[src/design/bicdf_pkg.sv]
package bicdf_pkg;

  // Default and upper bound for the trial count
  localparam int MAX_TRIALS_DEF = 32;

  // Fixed-point constants
  localparam logic [16:0] Q16_ONE = 17'h1_0000;
  localparam logic [32:0] Q32_ONE = 33'h1_0000_0000;
  localparam logic [31:0] Q32_MAX = 32'hFFFF_FFFF;

  // Widest binomial coefficient for up to 32 trials: C(32,16) < 2^30
  localparam int COEF_W = 30;

  // Register interface
  localparam int CFG_DATA_W = 17;
  localparam logic REG_SUCCESS_PROB = 1'b0;
  localparam logic REG_TRIAL_COUNT  = 1'b1;
  localparam logic [16:0] SUCCESS_PROB_RST = 17'd32768;
  localparam logic [5:0]  TRIAL_COUNT_RST  = 6'd1;

  // Sequencer states
  typedef enum logic [3:0] {
    ST_IDLE,
    ST_INIT,
    ST_QPOW,
    ST_PROD,
    ST_SPLIT,
    ST_SAT,
    ST_COMMIT,
    ST_SRCH_START,
    ST_SRCH,
    ST_DONE
  } state_e;

  // Commands from the sequencer to the datapath
  typedef struct packed {
    logic capture;    // latch the incoming item
    logic init;       // start a table build
    logic qpow;       // one power step of q plus one Pascal row pass
    logic prod;       // p^k * q^(n-k)
    logic split;      // coefficient times product, two halves
    logic sat;        // join halves, saturate the term
    logic commit;     // accumulate, write table entry, advance k
    logic last_term;  // entry being committed is cdf[n]
    logic out_load;   // load the result register
  } cmd_t;

endpackage

[src/design/bicdf_ctrl.sv]
module bicdf_ctrl import bicdf_pkg::*; #(
  parameter int MaxTrials = MAX_TRIALS_DEF,
  localparam int CntW = $clog2(MaxTrials + 1)
) (
  input  logic            clk_i,
  input  logic            rst_ni,
  input  logic            cfg_we_i,
  input  logic            in_valid_i,
  output logic            in_ready_o,
  output logic            out_valid_o,
  input  logic            out_ready_i,
  input  logic [CntW-1:0] n_i,
  input  logic            gt_i,
  output cmd_t            cmd_o,
  output logic [CntW-1:0] k_o,
  output logic [CntW-1:0] rd_addr_o
);

  state_e state_q, state_d;
  logic [CntW-1:0] k_q, k_d;
  logic ready_q, ready_d;
  logic valid_q, valid_d;

  always_ff @(posedge clk_i or negedge rst_ni) begin
    if (!rst_ni) begin
      state_q <= ST_IDLE;
      k_q     <= '0;
      ready_q <= 1'b0;
      valid_q <= 1'b0;
    end else begin
      state_q <= state_d;
      k_q     <= k_d;
      ready_q <= ready_d;
      valid_q <= valid_d;
    end
  end

  // Next state and commands
  always_comb begin
    state_d   = state_q;
    k_d       = k_q;
    ready_d   = ready_q;
    valid_d   = valid_q && !out_ready_i;
    cmd_o     = '0;
    rd_addr_o = '0;
    in_ready_o = 1'b0;
    unique case (state_q)
      ST_IDLE: begin
        in_ready_o = 1'b1;
        if (in_valid_i) begin
          cmd_o.capture = 1'b1;
          k_d = '0;
          state_d = ready_q ? ST_SRCH_START : ST_INIT;
        end
      end
      ST_INIT: begin
        cmd_o.init = 1'b1;
        k_d = '0;
        state_d = ST_QPOW;
      end
      ST_QPOW: begin
        if (k_q != n_i) begin
          cmd_o.qpow = 1'b1;
          k_d = k_q + CntW'(1);
        end else begin
          k_d = '0;
          state_d = ST_PROD;
        end
      end
      ST_PROD: begin
        cmd_o.prod = 1'b1;
        state_d = ST_SPLIT;
      end
      ST_SPLIT: begin
        cmd_o.split = 1'b1;
        state_d = ST_SAT;
      end
      ST_SAT: begin
        cmd_o.sat = 1'b1;
        state_d = ST_COMMIT;
      end
      ST_COMMIT: begin
        cmd_o.commit = 1'b1;
        cmd_o.last_term = (k_q == n_i);
        if (k_q == n_i) begin
          ready_d = 1'b1;
          k_d = '0;
          state_d = ST_SRCH_START;
        end else begin
          k_d = k_q + CntW'(1);
          state_d = ST_PROD;
        end
      end
      ST_SRCH_START: begin
        rd_addr_o = '0;
        state_d = ST_SRCH;
      end
      ST_SRCH: begin
        // read data holds cdf[k]; next address fetched speculatively
        rd_addr_o = k_q + CntW'(1);
        if ((k_q < n_i) && gt_i) begin
          k_d = k_q + CntW'(1);
        end else begin
          state_d = ST_DONE;
        end
      end
      ST_DONE: begin
        if (!valid_q || out_ready_i) begin
          cmd_o.out_load = 1'b1;
          valid_d = 1'b1;
          state_d = ST_IDLE;
        end
      end
      default: state_d = ST_IDLE;
    endcase
    // any register write invalidates the table
    if (cfg_we_i) ready_d = 1'b0;
  end

  assign out_valid_o = valid_q;
  assign k_o = k_q;

endmodule

[config.mk]
export PLATFORM = sky130hd
export DESIGN_NAME = bicdf_ctrl
export DESIGN_NICKNAME = d
export VERILOG_FILES = /design/src/design/bicdf_pkg.sv /design/src/design/bicdf_ctrl.sv
export SDC_FILE = /design/constraint.sdc
export NUM_CORES = 1
export LEC_CHECK = 0
export ABC_AREA = 1
export CAP_MARGIN = 30
export CORE_MARGIN = 2
export CORE_UTILIZATION = 47
export CTS_CLUSTER_DIAMETER = 30
export DETAILED_ROUTE_END_ITERATION = 16
export DONT_BUFFER_PORTS = 1
export SLEW_MARGIN = 40
export SYNTH_ARGS = -nofsm -noshare
export SYNTH_HDL_FRONTEND = slang
export SYNTH_SLANG_ARGS = --single-unit
[constraint.sdc]
create_clock -name clk_i -period 3.48 [get_ports clk_i]
set_input_delay 0.696 -clock clk_i [delete_from_list [all_inputs] [get_ports clk_i]]
set_output_delay 0.696 -clock clk_i [all_outputs]
set_load 0.01 [all_outputs]
==> metrics.cfg <==
[status]
outcome=finished clean

[synthesis]
ys_seq_area_share_pct=28.8
yosysWarningCount=0
postSynthCellCount=156
synth_nets=175
synth.distinct_cells=22
synth_seq_cells=12
netlist_area_um2=1040
avgSynthCellArea_um2=6.68

[worst_setup_path]
cp_common_cell=nand2_1
cp_max_fo=8
reg2reg_depth=10
path_class=register to output pin
r2r_slack_ps=1570
crit_chain=inv_1, ha_1, nand2_1, inv_1, nand2_1, nand2_1, nor2_2
cp_data_required_time_ps=2780
end_kind=output pin
r2r_start=k_o[0]$_DFFE_PN0P_
critPathSlowestCell=dfrtp_1
slowest_delay_ps=530
crit_path_start_kind=register
arrival_ps=1860
r2r-end=state_q[3]$_DFFE_PN0P_

[clock_network]
htreeDepth=1
cts_tree=done
root_buffer=clkbuf_4
clock_latency_ps=280
clockBufferDepth=2
cts_setup_buffers=0
cts_resized=0
cts.sinks=12
clk_pin_slew_ps=80
cts_made_buffers=3
hold_buffers=0

[drt]
firstDrtPassIters=4
routed_via_density=5.21
vias=969
drc=0
drt_iter0_markers=31
totalWireLength_um=2370
ant_nets=0
route.detailed.wl_per_inst_um=12.7

[placed_design]
gp_congestion=0.809
port_buffers=0
hpwl_um=1840
placedCellCount=183

[cells_and_area]
diodes=0
finalNetCount=179
fin_util_pct=51.0
areaGrowthSynthToFinish_pct=5.04
fillers=231
multi_input_area_um2=639
finalNonFillerCells=186
drive_gt1_share_pct=12.7
regArea_um2=300

[sta]
fin_crit_sh_pct=73.5
rsz0062_at_grt=false
period_minus_slack_ps=2560
fin_skew_ps=4.37
fin_setup_tns_ps=0
fmax_ghz=0.391
drv_slew=0
setup_viol=0
slew_headroom_pct=74.0
worst_pin_slew_ps=387
hold_violations=0

[global_routing]
grt_usage_pct=20.3
grt.overflow.total=0
grt_pass1_vias=897
grt_max_degree=13
antenna_found_initial=0
grt_pass1_wl_um=3930

[floorplanning]
die_area_um2=2610
core_region_area_um2=2150
start_util_pct=48.5
die_h_um=51.1
fp.dieW_um=51.1
rows=17
io_pins=35

[power_and_ir_drop]
power.leakage_nw=0.588
power.ir.vdd_worst_uv=379
power.total_mw=0.687
power_density_nw_per_um2=628

[job]
maxCapViolations=0

[min_path]
holdCritPathClass=input pin to asynchronous set/reset pin

power breakdown:
group          internal (mW)  leakage [nW]  switching, mW
logic                  0.114         0.412          0.255
clock network         0.0401        0.0138         0.0504
registers              0.168         0.162         0.0588
Yosys cell counts:
cell type	number	area [um^2]
o21ai_0	3	15.0
o21bai_1	1	7.51
nand4_1	1	6.26
o31ai_1	1	7.51
dfrtp_1	12	300
nand3_1	22	110
buf_2	1	5.00
a21oi_1	5	25.0
nand2_2	3	18.8
nor2_4	2	22.5
nand2_4	3	33.8
inv_2	3	11.3
nor3_2	2	20.0
inv_1	23	86.3
nand2_1	39	146
xor2_1	1	8.76
ha_1	7	87.6
nand3_4	1	17.5
nor2_1	20	75.1
nor3_1	2	10.0
xnor2_1	1	8.76
nor2_2	3	18.8
per-layer routing:
layer / GRT usage, % / routed length (um) / up-vias
met3: 3.80 / 123 / 5
met2: 29.9 / 1030 / 34
met4: 10.8 / 44 / 0
met1: 28.1 / 1160 / 428
met5: 0 / 0 / -
li1: - / - / 502
sequential cells by signal (all words and copies together), names as in the netlist:
signal and cells:
k_o 6, out_valid_o 1, ready_q 1, state_q 4
worst max-delay path, delay by kind of cell, from the launching register on:
| kind | cells | cell delay (ps) |
|---|---|---|
| buf+inv | 2 | 160 |
| simple gates | 4 | 610 |
| flops | 1 | 530 |
| fa+ha+maj | 1 | 280 |
cell families after synthesis:
| group | Yosys count | synth area share [%] |
|---|---|---|
| XOR/XNOR | 2 | 1.68 |
| AND/OR/NAND/NOR | 98 | 46.0 |
| flip-flops | 12 | 28.8 |
| buffers and inverters | 27 | 9.84 |
| adder cells (fa/ha/maj) | 7 | 8.40 |
| AO/OA/AOI/OAI | 10 | 5.28 |
metrics by stage:
stage	hold slack (ps)	area [um^2]	setup WS, ps
finish	101	1090	922
global route	77.8	1090	766
CTS	94.0	1090	901
detailed placement	401	1070	1060
global placement	401	1070	1090
floorplan	400	1040	1180
placed cells by master, fill, tap and decap left out:
cell type   n
ha_1        7
nor2_2      3
xor2_1      1
dfrtp_1    12
o21ai_0     3
inv_1      23
nand2_1    39
nand3_1    22
nor3_2      2
inv_2       3
nand2_4     3
a21oi_1     5
xnor2_1     1
nand3_4     1
nand2_2     3
nand4_1     1
o21bai_1    1
nor2_4      2
clkbuf_4    3
o31ai_1     1
nor3_1      2
nor2_1     20
area by class of cell:
class,instances,area share (%)
sequential,12,27.4
inverter,26,8.91
tap,28,3.20
clock buffer,3,2.06
multi-input combinational,117,58.4
worst max path at each step:
stage          cells past startpoint  endpoint  slack, ps                from
2_1_floorplan                      6  cmd_o[1]       1180              n_i[5]
3_3_place_gp                       6  cmd_o[1]       1090              n_i[5]
3_5_place_dp                       6  cmd_o[1]       1060              n_i[5]
4_1_cts                            7  cmd_o[6]        900  k_o[0]$_DFFE_PN0P_
5_1_grt                            7  cmd_o[6]        770  k_o[0]$_DFFE_PN0P_
6_report                           7  cmd_o[6]        920  k_o[0]$_DFFE_PN0P_
No activity file was read; power rests on OpenSTA's default activity.
